`config.mk`:
```
export PLATFORM = sky130hd
export DESIGN_NAME = bounded_fifo_with_mean
export DESIGN_NICKNAME = d
export VERILOG_FILES = /design/src/rtl/bfwm_pkg.sv /design/src/rtl/bounded_fifo_with_mean.sv /design/src/rtl/bfwm_div.sv
export VERILOG_INCLUDE_DIRS = /design/src /design/src/rtl
export SDC_FILE = /design/constraint.sdc
export NUM_CORES = 1
export LEC_CHECK = 0
export ABC_CLOCK_PERIOD_IN_PS = 4800
export BUFFER_PORTS_ARGS = -buffer_cell sky130_fd_sc_hd__clkbuf_2
export CAP_MARGIN = 20
export CORE_MARGIN = 2
export CORE_UTILIZATION = 51
export CTS_BUF_LIST = sky130_fd_sc_hd__clkbuf_8
export DETAILED_ROUTE_END_ITERATION = 6
export PLACE_DENSITY = 0.69
export SYNTH_ARGS = -nofsm -noshare
export SYNTH_HDL_FRONTEND = slang
export SYNTH_SLANG_ARGS = --single-unit
```
`constraint.sdc`:
```
create_clock -name clk -period 4.8 [get_ports clk]
set_input_delay 0.48 -clock clk [delete_from_list [all_inputs] [get_ports clk]]
set_output_delay 0.48 -clock clk [all_outputs]
set_load 0.03 [all_outputs]
```
`src/rtl/bounded_fifo_with_mean_defines.svh`:
```
// assertion macros shared by the rtl files
`ifndef BOUNDED_FIFO_WITH_MEAN_DEFINES_SVH
`define BOUNDED_FIFO_WITH_MEAN_DEFINES_SVH

`ifndef SYNTHESIS
// same-cycle implication, disabled in reset
`define BFWM_ASSERT_IMPL(lbl, clk, rst, ante, cons, msg) \
  lbl: assert property (@(posedge clk) disable iff (rst) (ante) |-> (cons)) else $error(msg);
// next-cycle implication, disabled in reset
`define BFWM_ASSERT_NEXT(lbl, clk, rst, ante, cons, msg) \
  lbl: assert property (@(posedge clk) disable iff (rst) (ante) |=> (cons)) else $error(msg);
`else
`define BFWM_ASSERT_IMPL(lbl, clk, rst, ante, cons, msg)
`define BFWM_ASSERT_NEXT(lbl, clk, rst, ante, cons, msg)
`endif

`endif

```
`src/rtl/bfwm_pkg.sv`:
```
// shared widths, codes and constants for the bounded fifo with mean
package bfwm_pkg;

  localparam int DEPTH  = 16;
  localparam int SLOT_W = $clog2(DEPTH);
  localparam int CNT_W  = $clog2(DEPTH + 1);
  localparam int CAP_W  = 5;
  localparam int ID_W   = 12;
  localparam int HT_W   = 8;
  localparam int SUM_W  = 12;
  localparam int REM_W  = SUM_W - HT_W;

  localparam logic [CAP_W-1:0] CAP_RESET = 5'd5;

  // word index of the capacity register
  localparam logic CFG_IDX_CAPACITY = 1'b0;

  typedef enum logic {
    ACT_INSERT = 1'b0,
    ACT_REMOVE = 1'b1
  } action_t;

  typedef enum logic [1:0] {
    KIND_INSERT  = 2'd0,
    KIND_REMOVE  = 2'd1,
    KIND_REFUSED = 2'd2
  } kind_t;

endpackage

```
`src/rtl/bounded_fifo_with_mean.sv`:
```
// top level: circular record queue with running height sum and mean
// A queue of up to 16 records (id, height); capacity is set over the APB port
// (reset 5, values above 16 act as 16). An insert into a full queue drops the
// oldest record first, then reports the truncated mean of all held heights. A
// remove pops the oldest record and returns its id; a remove on an empty queue
// is refused. start is taken when busy is low; each result is shown for exactly
// one cycle with done high and cannot be held off, so the receiver must take it
// then. A remove goes through S_POP to its result; an insert goes through S_POP,
// S_WRITE and S_DIV, where the divider for the mean resolves one quotient bit per
// cycle over eight steps. busy is low again in the cycle that carries done.
`include "bounded_fifo_with_mean_defines.svh"

module bounded_fifo_with_mean
  import bfwm_pkg::*;
(
  input  logic              clk,
  input  logic              rst,
  input  logic              start,
  output logic              busy,
  input  logic              action,
  input  logic [ID_W-1:0]   player_id,
  input  logic [HT_W-1:0]   height,
  output logic              done,
  output logic [1:0]        result_kind,
  output logic [ID_W-1:0]   removed_id,
  output logic [HT_W-1:0]   mean_height,
  output logic [CNT_W-1:0]  occupancy,
  input  logic              psel,
  input  logic              penable,
  input  logic              pwrite,
  input  logic [2:0]        paddr,
  input  logic [31:0]       pwdata,
  output logic [31:0]       prdata,
  output logic              pready
);

  typedef enum logic [1:0] {
    S_IDLE,
    S_POP,
    S_WRITE,
    S_DIV
  } state_t;

  state_t            state;
  logic [CAP_W-1:0]  capacity;
  logic [SLOT_W-1:0] head_slot;
  logic [CNT_W-1:0]  entry_count;
  logic [SUM_W-1:0]  height_sum;
  action_t           act_q;
  logic [ID_W-1:0]   pid_q;
  logic [HT_W-1:0]   ht_q;
  logic              div_start;
  logic              div_done;
  logic [HT_W-1:0]   div_quo;

  logic [ID_W-1:0]   id_mem [DEPTH];
  logic [HT_W-1:0]   ht_mem [DEPTH];
  logic [ID_W-1:0]   rd_id;
  logic [HT_W-1:0]   rd_ht;

  logic [CAP_W-1:0]  cap_eff;
  logic              full_drop;
  logic [SLOT_W-1:0] tail_slot;
  logic              accept;
  logic              cfg_wr;

  assign accept    = start && !busy;
  assign busy      = state != S_IDLE;
  assign cap_eff   = (capacity > CAP_W'(DEPTH)) ? CAP_W'(DEPTH) : capacity;
  assign full_drop = (CAP_W'(entry_count) >= cap_eff) && (entry_count != '0);
  assign tail_slot = head_slot + entry_count[SLOT_W-1:0];

  // apb register
  assign pready = 1'b1;
  assign cfg_wr = psel && penable && pwrite && pready;
  assign prdata = (paddr[2] == CFG_IDX_CAPACITY) ? {{(32-CAP_W){1'b0}}, capacity} : '0;

  always_ff @(posedge clk) begin
    if (rst) begin
      capacity <= CAP_RESET;
    end else if (cfg_wr && paddr[2] == CFG_IDX_CAPACITY) begin
      capacity <= pwdata[CAP_W-1:0];
    end
  end

  // record store, oldest entry read every cycle
  always_ff @(posedge clk) begin
    if (state == S_WRITE) begin
      id_mem[tail_slot] <= pid_q;
      ht_mem[tail_slot] <= ht_q;
    end
    rd_id <= id_mem[head_slot];
    rd_ht <= ht_mem[head_slot];
  end

  always_ff @(posedge clk) begin
    if (rst) begin
      state       <= S_IDLE;
      head_slot   <= '0;
      entry_count <= '0;
      height_sum  <= '0;
      done        <= 1'b0;
      div_start   <= 1'b0;
    end else begin
      done      <= 1'b0;
      div_start <= 1'b0;
      case (state)
        S_IDLE: begin
          if (accept) begin
            act_q <= action_t'(action);
            pid_q <= player_id;
            ht_q  <= height;
            state <= S_POP;
          end
        end
        S_POP: begin
          if (act_q == ACT_REMOVE) begin
            done        <= 1'b1;
            mean_height <= '0;
            state       <= S_IDLE;
            if (entry_count == '0) begin
              result_kind <= KIND_REFUSED;
              removed_id  <= '0;
              occupancy   <= '0;
            end else begin
              head_slot   <= head_slot + SLOT_W'(1);
              entry_count <= entry_count - CNT_W'(1);
              height_sum  <= height_sum - SUM_W'(rd_ht);
              result_kind <= KIND_REMOVE;
              removed_id  <= rd_id;
              occupancy   <= entry_count - CNT_W'(1);
            end
          end else begin
            // full queue: drop the oldest before appending
            if (full_drop) begin
              head_slot   <= head_slot + SLOT_W'(1);
              entry_count <= entry_count - CNT_W'(1);
              height_sum  <= height_sum - SUM_W'(rd_ht);
            end
            state <= S_WRITE;
          end
        end
        S_WRITE: begin
          entry_count <= entry_count + CNT_W'(1);
          height_sum  <= height_sum + SUM_W'(ht_q);
          div_start   <= 1'b1;
          state       <= S_DIV;
        end
        S_DIV: begin
          if (div_done) begin
            done        <= 1'b1;
            result_kind <= KIND_INSERT;
            removed_id  <= '0;
            mean_height <= div_quo;
            occupancy   <= entry_count;
            state       <= S_IDLE;
          end
        end
        default: begin
          state <= S_IDLE;
        end
      endcase
    end
  end

  bfwm_div u_div (
    .clk      (clk),
    .rst      (rst),
    .start    (div_start),
    .dividend (height_sum),
    .divisor  (entry_count),
    .done     (div_done),
    .quotient (div_quo)
  );

  `BFWM_ASSERT_IMPL(a_count_max, clk, rst, 1'b1, entry_count <= CNT_W'(DEPTH), "occupancy overflow")
  `BFWM_ASSERT_IMPL(a_empty_sum, clk, rst, entry_count == '0, height_sum == '0, "sum left on empty queue")
  `BFWM_ASSERT_IMPL(a_insert_occ, clk, rst, done, result_kind != KIND_INSERT || occupancy != '0, "insert beat with zero occupancy")
  `BFWM_ASSERT_NEXT(a_accept_busy, clk, rst, accept, busy, "accepted command did not raise busy")

endmodule

```
`src/rtl/bfwm_div.sv`:
```
// iterative restoring divider, one quotient bit per cycle
`include "bounded_fifo_with_mean_defines.svh"

module bfwm_div
  import bfwm_pkg::*;
(
  input  logic             clk,
  input  logic             rst,
  input  logic             start,
  input  logic [SUM_W-1:0] dividend,
  input  logic [CNT_W-1:0] divisor,
  output logic             done,
  output logic [HT_W-1:0]  quotient
);

  localparam int STEP_W = $clog2(HT_W);
  localparam logic [STEP_W-1:0] LAST_STEP = STEP_W'(HT_W - 1);

  logic              busy;
  logic [STEP_W-1:0] step;
  logic [REM_W-1:0]  rem;
  logic [HT_W-1:0]   quo;
  logic [CNT_W-1:0]  dvs;

  logic [CNT_W-1:0]  trial;
  logic              fits;
  logic [CNT_W-1:0]  diff;
  logic [REM_W-1:0]  rem_next;
  logic [HT_W-1:0]   quo_next;

  assign trial    = {rem, quo[HT_W-1]};
  assign fits     = trial >= dvs;
  assign diff     = trial - dvs;
  assign rem_next = fits ? diff[REM_W-1:0] : trial[REM_W-1:0];
  assign quo_next = {quo[HT_W-2:0], fits};

  assign quotient = quo;

  always_ff @(posedge clk) begin
    if (rst) begin
      busy <= 1'b0;
      done <= 1'b0;
      step <= '0;
    end else begin
      done <= 1'b0;
      if (start) begin
        // upper bits start as the partial remainder, quotient fits in HT_W bits
        busy <= 1'b1;
        step <= '0;
        rem  <= dividend[SUM_W-1:HT_W];
        quo  <= dividend[HT_W-1:0];
        dvs  <= divisor;
      end else if (busy) begin
        rem  <= rem_next;
        quo  <= quo_next;
        step <= step + STEP_W'(1);
        if (step == LAST_STEP) begin
          busy <= 1'b0;
          done <= 1'b1;
        end
      end
    end
  end

  `BFWM_ASSERT_IMPL(a_div_nonzero, clk, rst, start, divisor != '0, "divide by zero")
  `BFWM_ASSERT_IMPL(a_div_no_restart, clk, rst, start, !busy, "divider restarted while busy")
  `BFWM_ASSERT_IMPL(a_div_rem_range, clk, rst, busy, {1'b0, rem} < dvs, "remainder out of range")
  `BFWM_ASSERT_IMPL(a_div_done_src, clk, rst, done, $past(busy), "done without a running divide")

endmodule

```
==> reports/qor.csv <==
stage,metric,value,unit
outcome,status,completed,
global_route,gr usage total,0.197,
power_and_ir_drop,P per Cell Area,396,nW/um^2
sta,Max-Slew Margin vs Limit,0.314,
place,Port Buffers,66,
synth,Post-Synth XOR/XNOR Area,0.0129,
synth,dominant synthesized flop cell,edfxtp_1,
synth,post-synth top area cell,edfxtp_1,
routing,DRT iter0 DRCs,725,
finish,fillers,2576,
finish,ant diodes,0,
power_and_ir_drop,Leak Pwr,6.78,nW
sta,maximum clock rate,298,MHz
clock_network,CTS sink cnt,440,
setup_path,worst reg-to-reg setup slack,1.44,ns
synth,Synthesis Warnings,0,
hold_path,Hold/Removal Path Class,in -> reg,
global_route,total grt overflow,0,
setup_path,kind of critical path,reg -> reg,
setup_path,CP max FO,15,
synth,largest family of logic cells by synthesized area,multiplexers,
finish,layout cells sized above 1,0.279,
hold_path,hold path startpoint,player_id[0],
sta,Slew Limit Fails,0,
finish,area taken by multi-input logic gates,4660,um^2
global_route,antenna violations before repair,0,
place,Final HPWL DP,18900,um
sta,minimum clock period,3.36,ns
synth,area of the mapped netlist,17600,um^2
sta,final setup vio count,0,
sta,clk_skew,0.0199,ns
floorplan,die area,36100,um^2
global_route,pin count of the biggest net entering global routing,52,
floorplan,FP Rows,68,
setup_path,required time of the critical path,5.23,ns
routing,wire length per cell,21.7,um
global_route,vias in the first global route,9055,
setup_path,worst path arrival time,3.79,ns
finish,Final #Nets,1168,
synth,Adder-Cell Fraction of Synth Area,0.0247,
synth,ys async rst share,0,
floorplan,starting density of the core,0.514,
synth,top post-synthesis cells by area,"edfxtp_1 66%, mux4_2 13%, dfxtp_1 6.2%",
clock_network,root buffer cell,clkbuf_8,
routing,via count,8754,
clock_network,buffer depth of the longest clock path,3,
setup_path,crit path to,height_sum[10]$_SDFFE_PP0P_,
clock_network,clock-pin slew on the worst setup and hold paths,0.06,ns
routing,1st-pass router iterations,5,
synth,post-synthesis sequential area ratio,0.719,
sta,"Hold Vio Cnt, Final",0,
clock_network,CTS buffer count,70,
sta,setup tns final,0,ns
run,Max Cap Viol,0,
floorplan,area of the core,34300,um^2
routing,DR DRC count,0,
finish,"most common cell after layout, fill and taps aside",edfxtp_1,
setup_path,Worst setup SP type,flip-flop,
floorplan,die height,190,um
synth,Synth Area in Compound Gates,0.0283,
synth,register bit total from synthesis,440,
setup_path,r2r worst-path depth,10,
global_route,first-pass GRT wire length,52300,um
sta,unrepaired setup endpoints after global routing,false,
routing,Via density,5.55,
finish,Sequential Area,12700,um^2
synth,mux cell area share after synthesis,0.144,
synth,Unique masters post-synth,54,
floorplan,Ports,124,
floorplan,Die X,190,um
sta,final worst path period share,0.699,
synth,synthesized instance count,953,
clock_network,clk_lat worst skew,0.59,ns
routing,final WL,34200,um
clock_network,post-CTS setup buffers,0,
synth,Post-synth EDFFs,385,
place,Final Wtd Congestion,0.741,
power_and_ir_drop,Peak VDD IR,0.230,mV
clock_network,H-Tree Level Count,3,
setup_path,Crit. End Element,flip-flop,
clock_network,hold-fix buffer count after cts,0,
finish,most frequent cells in the layout,"385 x edfxtp_1, 100 x mux4_2, 76 x clkbuf_8, 66 x clkbuf_2, 52 x dfxtp_1",
finish,Area growth syn-to-layout,12.3,%
finish,Finished Core Util,0.577,
sta,Worst-Margin Slew,1.03,ns
synth,Synth top area share,0.656,
clock_network,CTS tree,done,
clock_network,number of gates resized after CTS,0,
setup_path,FF-to-FF End,height_sum[10]$_SDFFE_PP0P_,
synth,Mean Syn Cell Area,18.5,um^2
synth,Synth Area in Simple Gates,0.0457,
routing,Antenna Nets Post-Route,0,
[layer usage]
| metal | up-vias | GRT usage | wire, um |
|---|---|---|---|
| li1 | 3956 | - | - |
| met1 | 4470 | 0.264 | 14800 |
| met2 | 263 | 0.327 | 17000 |
| met3 | 65 | 0.0336 | 1710 |
| met4 | 0 | 0.0722 | 789 |
| met5 | - | 0 | 0 |
[cell type report]
| type | instances | share of cell area |
|---|---|---|
| multi-input cells | 453 | 0.235 |
| well taps | 455 | 0.0288 |
| repair buffers | 90 | 0.0258 |
| clock inverters | 46 | 0.0132 |
| flip-flops and latches | 440 | 0.640 |
| clock buffers | 76 | 0.0529 |
| inverters | 18 | 0.00342 |
[kinds of logic (layout without fill, tap and decap cells)]
family / Yosys count / count (layout)
AO/OA/AOI/OAI: 76 / 76
XOR/XNOR: 26 / 26
adder cells (fa/ha/maj): 33 / 33
buffers and inverters: 86 / 230
flip-flops: 440 / 440
multiplexers: 127 / 127
other: 2 / 28
AND/OR/NAND/NOR: 163 / 163
[through the flow]
step                      std cells  hold slack, ns  power [mW]  worst slack, ns  cell area (um^2)
after floorplan                 979           0.438        4.82             1.47             17700
after global placement         1456           0.467        4.94             1.45             18500
after detailed placement       1456           0.473        4.96             1.45             18500
after CTS                      1578          0.0137        7.92             1.45             19800
after global routing           1578          0.0228        8.14             1.15             19800
final                          1578          0.0564        7.83             1.44             19800
[worst max-delay path: stages (launching register included)]
cell and delay [ns]:
dfxtp_1 0.59, and2b_1 0.61, o21ai_0 0.17, ha_1 0.25, fa_1 0.43, a211o_1 0.30, a21oi_1 0.26, o21ai_0 0.16
a21oi_1 0.19, xor2_1 0.16, o31ai_1 0.08
[worst min path at each step]
stage                                             end  slack [ns]  depth (start not counted)
after global placement    height_sum[11]$_SDFFE_PP0P_        0.47                          2
after CTS                          pid_q[0]$_DFFE_PP_        0.01                          1
after detailed placement     capacity[0]$_SDFFE_PP1P_        0.47                          1
after global routing               pid_q[2]$_DFFE_PP_        0.02                          1
after floorplan                u_div.dvs[3]$_DFFE_PP_        0.44                          0
final                              pid_q[0]$_DFFE_PP_        0.06                          1
[Yosys cell counts, types with 9 or more instances]
master,n
inv_1,18
mux2i_1,16
nor2_1,62
dfxtp_1,55
xor2_1,13
nor3_1,12
edfxtp_1,385
buf_4,31
nor2b_1,9
clkbuf_1,24
mux2_2,11
and2_1,13
o21ai_0,10
mux4_2,100
ha_1,30
xnor2_1,13
a21oi_1,25
nand2_1,28
[state kept, by name, summed over array words and instances (netlist names), 12 cells and up, named ones only]
| name | flops |
|---|---|
| id_mem | 192 |
| ht_mem | 128 |
| height_sum | 12 |
| pid_q | 12 |
| rd_id | 12 |
| removed_id | 12 |
[where the power goes]
group | switching (mW) | leakage (nW) | internal (mW)
Sequential | 0.0804 | 3.92 | 4.23
Clock | 1.43 | 0.711 | 1.53
Combinational | 0.312 | 2.14 | 0.241
(Power assumes the default switching activity.)
